File: src/rtl/etof_pkg.sv
// ----------------------------------------------------------------------------
// Event TOF histogrammer package
// Types, codes and widths shared by the histogrammer modules.
// ----------------------------------------------------------------------------
`default_nettype none

package etof_pkg;

	localparam int unsigned DETECTORS_DEF = 256;
	localparam int unsigned BINS_DEF      = 1024;

	localparam int unsigned TIME_W    = 32;
	localparam int unsigned FRAME_W   = 48;
	localparam int unsigned IDX_W     = 11;
	localparam int unsigned DET_W     = 8;
	localparam int unsigned CNT_W     = 32;
	localparam int unsigned STAT_W    = 2;
	localparam int unsigned CFG_IDX_W = 2;
	localparam int unsigned QDEPTH    = 2;

	localparam logic [FRAME_W-1:0] WIN_END_RST = '1;
	localparam logic [IDX_W-1:0]   BINS_RST    = 11'd1024;

	typedef enum logic [1:0] {
		ACT_EDGE  = 2'd0,
		ACT_FRAME = 2'd1,
		ACT_EVENT = 2'd2,
		ACT_READ  = 2'd3
	} action_t;

	typedef enum logic [STAT_W-1:0] {
		ST_DONE      = 2'd0,
		ST_IGNORED   = 2'd1,
		ST_DET_RANGE = 2'd2
	} status_t;

	typedef enum logic [CFG_IDX_W-1:0] {
		CFG_WIN_START = 2'd0,
		CFG_WIN_END   = 2'd1,
		CFG_BINS      = 2'd2
	} cfg_index_t;

	typedef enum logic [2:0] {
		B_CLEAR,
		B_IDLE,
		B_DECODE,
		B_CHK0,
		B_CHKN,
		B_SRCH,
		B_CINC,
		B_CRD
	} back_state_t;

	// classified item as it sits in the queue
	typedef struct packed {
		action_t             action;
		logic [IDX_W-1:0]    bin_index;
		logic [DET_W-1:0]    det;
		logic [TIME_W-1:0]   tval;
		logic                in_window;
		logic                det_zero;
		logic                det_oob;
		logic                edge_oob;
		logic                bin_oob;
	} item_t;

	function automatic logic [CNT_W-1:0] sat_inc(input logic [CNT_W-1:0] v);
		return (v == '1) ? v : v + 1'b1;
	endfunction

endpackage

`default_nettype wire

File: src/rtl/etof_front.sv
// ----------------------------------------------------------------------------
// Histogrammer front end
// Accepts commands, classifies them against the window and ranges, queues them.
// ----------------------------------------------------------------------------
`default_nettype none

module etof_front #(
	parameter int unsigned DETECTORS = etof_pkg::DETECTORS_DEF,
	parameter int unsigned BINS      = etof_pkg::BINS_DEF
) (
	input  logic                         clk,
	input  logic                         arst_n,
	input  logic                         start,
	output logic                         busy,
	input  logic [1:0]                   action,
	input  logic [etof_pkg::IDX_W-1:0]   bin_index,
	input  logic [etof_pkg::DET_W-1:0]   detector_id,
	input  logic [etof_pkg::TIME_W-1:0]  time_value,
	input  logic [etof_pkg::FRAME_W-1:0] frame_time,
	input  logic [etof_pkg::FRAME_W-1:0] window_start,
	input  logic [etof_pkg::FRAME_W-1:0] window_end,
	input  logic                         clearing,
	input  logic                         pop,
	output logic                         head_valid,
	output etof_pkg::item_t              head
);
	import etof_pkg::*;

	localparam int unsigned PW = $clog2(QDEPTH);

	item_t            new_item;
	item_t            q_mem [QDEPTH];
	logic [PW-1:0]    wptr_q;
	logic [PW-1:0]    rptr_q;
	logic [PW:0]      cnt_q;
	logic             push;

	always_comb begin
		new_item.action    = action_t'(action);
		new_item.bin_index = bin_index;
		new_item.det       = detector_id;
		new_item.tval      = time_value;
		new_item.in_window = (frame_time >= window_start) && (frame_time < window_end);
		new_item.det_zero  = (detector_id == '0);
		new_item.det_oob   = (32'(detector_id) >= 32'(DETECTORS));
		new_item.edge_oob  = (32'(bin_index) > 32'(BINS));
		new_item.bin_oob   = (32'(bin_index) >= 32'(BINS));
	end

	assign busy       = (cnt_q == (PW+1)'(QDEPTH)) || clearing;
	assign push       = start && !busy;
	assign head_valid = (cnt_q != '0);
	assign head       = q_mem[rptr_q];

	always_ff @(posedge clk) begin
		if (push) begin
			q_mem[wptr_q] <= new_item;
		end
	end

	always_ff @(posedge clk or negedge arst_n) begin
		if (!arst_n) begin
			wptr_q <= '0;
			rptr_q <= '0;
			cnt_q  <= '0;
		end else begin
			if (push) begin
				wptr_q <= wptr_q + 1'b1;
			end
			if (pop) begin
				rptr_q <= rptr_q + 1'b1;
			end
			cnt_q <= cnt_q + (PW+1)'(push) - (PW+1)'(pop);
		end
	end

endmodule

`default_nettype wire

File: config.mk
export PLATFORM = sky130hd
export DESIGN_NAME = etof_front
export DESIGN_NICKNAME = d
export VERILOG_FILES = /design/src/rtl/etof_pkg.sv /design/src/rtl/etof_front.sv
export SDC_FILE = /design/constraint.sdc
export NUM_CORES = 1
export LEC_CHECK = 0
export BUFFER_PORTS_ARGS = -buffer_cell sky130_fd_sc_hd__buf_2
export CORE_ASPECT_RATIO = 1.2
export CORE_UTILIZATION = 34
export CTS_CLUSTER_DIAMETER = 30
export DETAILED_ROUTE_END_ITERATION = 10
export GPL_TIMING_DRIVEN = 0
export SYNTH_ARGS = -nofsm -noshare
export SYNTH_HDL_FRONTEND = slang
export SYNTH_SLANG_ARGS = --single-unit
File: constraint.sdc
create_clock -name clk -period 5.55 [get_ports clk]
set_input_delay 1.665 -clock clk [delete_from_list [all_inputs] [get_ports clk]]
set_output_delay 1.665 -clock clk [all_outputs]
set_load 0.02 [all_outputs]
# Word level (Yosys, flattened, before mapping)
# Memories as Yosys holds them, arrays and structs flattened.
# Index checks and enable logic that the tools add are counted.
word_totals:
  out_inout_bits: 60
  ram_bits: 114
  memories: 1
  in_bits: 202
  wordCells: 21
  reg_bits: 4
memory_table:
  columns: ["name", "words", "width", "rd", "rd_ports_with_merged_regs", "wr", "line_no", "text"]
  rows:
  - ["q_mem", 2, 57, 1, 0, 1, "etof_front.sv:32", "item_t q_mem [QDEPTH];"]
op_classes:
  magnitude_cmp: 4
  n_addsub: 4
  n_mux: 2
  reduce_logical: 6
  n_eq_ne: 1
ops:
  columns: ["operator", "count"]
  rows:
  - ["$ge A48 B48 Y1", 1]
  - ["$lt A48 B48 Y1", 1]
  - ["$ge A11 B11 Y1 const B", 1]
  - ["$gt A11 B11 Y1 const B", 1]
  - ["$logic_not A8 Y1", 1]
  - ["$add A1 B1 Y1 const B", 2]
  - ["$add A2 B1 Y2", 1]
  - ["$eq A2 B2 Y1 const B", 1]
  - ["$logic_and A1 B1 Y1", 2]
  - ["$mux W1", 2]
  - ["$reduce_bool A2 Y1", 1]
  - ["$sub A2 B1 Y2", 1]
  - ["$logic_not A1 Y1", 1]
  - ["$logic_or A1 B1 Y1", 1]

# Depth between registers and ports, before layout
# Gate-level depths: netlist of run 1.
logic_depth:
  word_depth: 6
  ltp_mapped: 9
  mapped_depth_nobuf: 9

# Worst setup path after synthesis of run 1
# No wires, ideal clock.
synth_path:
  path_kind: "input -> register"
  from: "in clearing"
  to: "mem q_mem[0][0] (netlist name) (enable)"
  n_path_buf: 0
  setup_time_ps: 472
  path_slack_ps: 724
  arrival_ps: 4354
  t_required_ps: 5078
  stages: 3
  path_cell_list: "a21oi_1 > nand2_1 > nor2_1"
synth_between:
  elab_chain_len: 5
synth_lines:
  columns: ["item", "line_no", "text"]
  rows:
  - ["from (decl)", "etof_front.sv:22", "input logic clearing,"]
  - ["$logic_or A1 B1 Y1", "etof_front.sv:50", "assign busy = (cnt_q == (PW+1)'(QDEPTH)) || clearing;"]
  - ["$logic_not A1 Y1", "etof_front.sv:51", "assign push = start && !busy;"]
  - ["$logic_and A1 B1 Y1", "etof_front.sv:51", null]
  - ["$mux W1", "etof_front.sv:56", "if (push) begin"]
  - ["$mux W1 (not written as such)", "etof_front.sv:57", "q_mem[wptr_q] <= new_item;"]
  - ["to (decl)", "etof_front.sv:32", null]
# No other way between the ends.

==> metrics.txt, run 1 <==
status=completed; type of the tightest min-delay check=flip-flop to flip-flop; clk sinks=118; Worst Setup Start Kind=flip-flop; Synth area leader=edfxtp_1; Cell Pwr Density=366.2 nW/µm²; sw power=1.002 mW; Syn Inst Count=541; reg2reg path depth=4; TritonCTS clock tree=yes; ranking of synthesized cells by area=edfxtp_1 (51%), ha_1 (18%), mux2_2 (9.6%); later-pin clock latency in the skew report=0.40 ns; commonest cells after routing, fill and taps aside=buf_2 (262), edfxtp_1 (114), inv_1 (100), ha_1 (97), mux2_2 (57); GP Congestion=0.7977; core region area=19060 µm²; Leak=4.286 nW; DRT antenna net count=0; # fillers=1813; Critical Path AT=2.25 ns; CP max-delay cell=buf_1; die height=155.9 µm; H-Tree Depth=4; Post-synth EDFFs=114; TritonCTS Buffers=17; Via Count=5010; minimum clock period=3.917 ns; commonest non-fill, non-tap cell in the layout=buf_2; first-pass iteration count of the detailed router=4; Top Ports=262; Starting Density=35.18%; reg2reg setup slack=3.58 ns; FP Rows=55; drt drc=0; CP max FO=10; final worst clock skew=0.009002 ns; hold path start=cnt_q[1]; vias in the first global route=5041; nets@finish=1122; Slew @ Worst Pin=0.8145 ns; final period utilization=70.57%; sequential area share after synthesis=52.54%; clk root buf=clkbuf_16; HPWL Detailed=12.55 mm; Final Hold Viols=0; Slew HR=45.70%; Worst path max stage delay=0.52 ns; CP Capture Type=output pin; clk buf depth=2; largest net degree at the start of global routing=34; sequential power share=34.7%; Comb pwr share=30.9%; share of layout cells above drive strength 1=43.30%; grt total ovfl=0; Hold EP=cnt_q[1]; Port Buffer Count=260; Die X=130.2 µm; Synth Flop Type=edfxtp_1; RSZ-0062 raised after global routing=no; crit path cell chain=buf_1 -> buf_2 -> mux2_2 -> buf_2; Switching Fraction=30.33%; die area=20290 µm²; Syn-to-layout area delta=34.59%; WHS Path Cells=1; most used cell, CP=buf_2; average routed wire per standard cell=14.00 µm; synthesized flop and latch total=118; ys async rst share=3.390%; Final Max Slew Viols=0; post-synth top area share=51.04%; final setup vio count=0; Mean Syn Cell Area=12.40 µm²; P_int=2.303 mW; post_cts resized=0; reg-to-reg startpoint=cnt_q[0]; fin cells=1093; Synth Cell Area=6706 µm²; antenna violations before repair=0; Post-DP Area=8397 µm²; WL final=15.30 mm; final core utilization=47.35%; Max VDD drop=0.2048 mV; Clock power frac=34.4%; Power, Total=3.305 mW; Design Area, Final=9026 µm²; Total GRT Usage=15.35%; Mapped Nets=840; DR vias/cell=4.584; hold buffers post-CTS=0; # Max-Cap Violations=0; 1st-iter DRT viols=110; WS Path Type=flip-flop to output pin; Post-CTS Setup Inserts=0; dpl cells=1060; Required @ worst endpoint=3.88 ns; Worst-path clk slew=0.05 ns; first-pass GRT wire length=23.69 mm; Synth Warn #=0; Netlist cell types=41; Max Freq=0.2553 GHz; RR Endpoint=q_mem[1][54]
## how the worst max path moves through the flow
stage | start | endpoint | slack [ns] | depth (start not counted)
6_report | rptr_q | head[39] | 1.63 | 4
5_1_grt | rptr_q | head[46] | 1.45 | 4
4_1_cts | rptr_q | head[39] | 1.54 | 4
3_5_place_dp | clearing | busy | 1.74 | 4
3_3_place_gp | clearing | q_mem[0][5] | -0.94 | 4
2_1_floorplan | clearing | q_mem[0][0] | 0.72 | 3
## worst max-delay path: cells and delay by family, from the launching register on
| kind | cells | cell delay (ns) |
|---|---|---|
| buffers and inverters | 3 | 1.06 |
| DFF | 1 | 0.41 |
| muxes | 1 | 0.38 |
## state kept, by name, indices dropped and copies added (netlist names)
| signal | count |
|---|---|
| q_mem | 114 |
| wptr_q | 1 |
| cnt_q | 2 |
| rptr_q | 1 |
## through the flow
stage	worst slack, ns	hold WS [ns]	setup TNS (ns)
6_report	1.633	0.4874	0
4_1_cts	1.544	0.4981	0
5_1_grt	1.445	0.5405	0
3_5_place_dp	1.738	0.4872	0
2_1_floorplan	0.7236	0.4597	0
3_3_place_gp	-0.9361	0.4821	-52.99
## power groups by stage
stage               logic (mW)  clock network (mW)  registers [mW]
finish                    1.02                1.14            1.15
detailed placement        1.04                   0            1.16
floorplan                0.672                   0            1.16
CTS                       1.05                1.16            1.15
global placement          1.02                   0            1.17
global route              1.13                1.20            1.16
## area by class of cell
type | instances | area [µm²] | area share, %
timing repair buffer | 263 | 1361 | 15.08
tap | 256 | 320.3 | 3.549
sequential | 118 | 3523 | 39.04
clock inverter | 14 | 197.7 | 2.190
clock buffer | 18 | 429.2 | 4.755
antenna | 1 | 2.502 | 0.02772
multi-input combinational | 315 | 2780 | 30.80
buffer | 8 | 36.28 | 0.4020
inverter | 100 | 375.4 | 4.159
## metal layers
| metal | vias up | GRT usage [%] | routed length, µm |
|---|---|---|---|
| li1 | 2528 | - | - |
| met4 | 0 | 4.983 | 201 |
| met1 | 2250 | 15.91 | 5963 |
| met2 | 218 | 28.50 | 7800 |
| met3 | 14 | 5.144 | 1338 |
| met5 | - | 0 | 0 |
## synthesized netlist by cell type (all sizes together), types with 3 or more instances
| cell | n |
|---|---|
| nor3 | 5 |
| buf | 6 |
| a21oi | 34 |
| nor2 | 14 |
| edfxtp | 114 |
| xnor2 | 3 |
| ha | 97 |
| o21ai | 11 |
| mux2 | 57 |
| nand4 | 13 |
| inv | 100 |
| nand3 | 10 |
| dfrtp | 4 |
| a21o | 13 |
| nand2 | 25 |
| a211oi | 8 |
## cells by family (layout without fill, tap and decap cells)
kind of cell | count (synthesis) | after routing | share of synthesized area (%)
AOI/OAI and AO/OA | 79 | 79 | 7.481
xor gates and xnor gates | 4 | 4 | 0.5225
adders and majority gates | 97 | 97 | 18.10
buffers and inverters | 108 | 403 | 6.138
DFF | 118 | 118 | 52.54
muxes | 57 | 57 | 9.571
other | 1 | 2 | 0.05592
and+or+nand+nor | 77 | 77 | 5.597
(Power assumes the default switching activity.)
==> inputs of run 2 (changes only) <==
clock period = 3.25 ns   (was 5.55 ns; I/O delays follow)
==> metrics.txt, run 2 (synthesis results as in run 1) <==
status=completed; Final Hold Viols=0; Worst path top cell family by delay=buffers and inverters; DRT antenna net count=0; Die X=130.2 µm; Bufs and invs on worst path=3; antenna violations before repair=0; die height=155.9 µm; TritonCTS Buffers=17; Post-CTS Setup Inserts=0; later-pin clock latency in the skew report=0.40 ns; Slew HR=44.96%; final setup vio count=0; clk sinks=118; Critical Path AT=2.00 ns; grt total ovfl=0; WL final=15.21 mm; Max VDD drop=0.3695 mV; CP max-delay cell=dfrtp_1; DR vias/cell=4.606; Top Ports=262; Worst Setup Start Kind=flip-flop; type of the tightest min-delay check=input port to asynchronous set/reset pin; share of layout cells above drive strength 1=43.11%; Required @ worst endpoint=2.27 ns; commonest non-fill, non-tap cell in the layout=buf_2; first-pass GRT wire length=23.56 mm; Cell Pwr Density=607.8 nW/µm²; Switching Fraction=30.82%; final worst clock skew=0.01059 ns; sw power=1.679 mW; Design Area, Final=8962 µm²; largest net degree at the start of global routing=58; WS Path Type=flip-flop to output pin; die area=20290 µm²; max reg flops=114; Largest regs=q_mem: 114 flops, cnt_q: 2 flops; Leak=4.255 nW; average routed wire per standard cell=13.95 µm; # Max-Cap Violations=0; dpl cells=1059; Power, Total=5.447 mW; HPWL Detailed=12.66 mm; Port Buffer Count=260; most used cell, CP=buf_2; crit path cell chain=buf_2 -> buf_2 -> mux2_2 -> buf_2; FP Rows=55; sequential power share=36.0%; Final Max Slew Viols=0; core region area=19060 µm²; Clock power frac=31.9%; final period utilization=91.40%; nets@finish=1121; TritonCTS clock tree=yes; Setup TNS Final=0 ns; GP Congestion=0.8322; Top reg by flops=q_mem; commonest cells after routing, fill and taps aside=buf_2 (263), edfxtp_1 (114), inv_1 (100), ha_1 (97), mux2_2 (57); Starting Density=35.18%; fin cells=1091; H-Tree Depth=4; CP Capture Type=output pin; clk root buf=clkbuf_16; Worst path max stage delay=0.41 ns; Post-DP Area=8396 µm²; CP max FO=10; Total GRT Usage=15.14%; clk buf depth=2; 1st-iter DRT viols=149; vias in the first global route=5148; Max Freq=0.3366 GHz; Worst-path clk slew=0.05 ns; ANT cells=0; RSZ-0062 raised after global routing=no; minimum clock period=2.971 ns; Syn-to-layout area delta=33.64%; Via Count=5025; Comb pwr share=32.1%; drt drc=0; worst hold margin=0.3724 ns; Slew @ Worst Pin=0.8256 ns; P_int=3.768 mW; first-pass iteration count of the detailed router=4
-- run 2: cell type report --
type	count	area (µm²)
Timing Repair Buffer	262	1356
Tap cell	256	320.3
Sequential cell	118	3523
Buffer	8	37.54
Inverter	100	375.4
Clock inverter	13	132.6
Multi-Input combinational cell	315	2784
Clock buffer	19	432.9
Fill cell	1783	10100
-- run 2: routing by layer --
layer	share of wire, %	up-vias	track usage, %
met5	0	-	0
met4	1.6	0	5.482
met3	9.0	17	4.390
met2	51	198	28.42
met1	38	2282	15.65
li1	-	2528	-
-- run 2: timing repair --
action / 4_1_cts / 5_1_grt
gates resized for setup: 1 / 0
setup endpoints to repair: 20 / 0
hold buffers: 0 / 0
-- run 2: power by group through the flow --
stage | clock (mW) | combinational, mW | sequential [mW]
6_report | 1.74 | 1.75 | 1.96
3_3_place_gp | 0 | 1.73 | 2.00
4_1_cts | 1.78 | 1.78 | 1.96
5_1_grt | 1.83 | 1.92 | 1.98
3_5_place_dp | 0 | 1.77 | 1.99
2_1_floorplan | 0 | 1.15 | 1.98
-- run 2: final timing paths --
| path | from | end | slack [ns] | depth (start not counted) |
|---|---|---|---|---|
| max | rptr_q | head[47] | 0.28 | 4 |
| min | arst_n | cnt_q[1] | 0.37 | 1 |
| max reg2reg | cnt_q[0] | q_mem[0][42] | 1.09 | 6 |
| min reg2reg | cnt_q[1] | cnt_q[1] | 0.50 | 1 |
| max in group asynchronous | arst_n | wptr_q | 2.76 | 1 |
| min in group clk | cnt_q[1] | cnt_q[1] | 0.50 | 1 |
-- run 2: through the flow --
stage	setup slack, ns	util (%)
final	0.2794	47.02
after global placement	-0.9702	43.70
after global routing	0.1441	47.02
after CTS	0.2133	47.02
after floorplan	0.06403	-
after detailed placement	0.1403	44.04
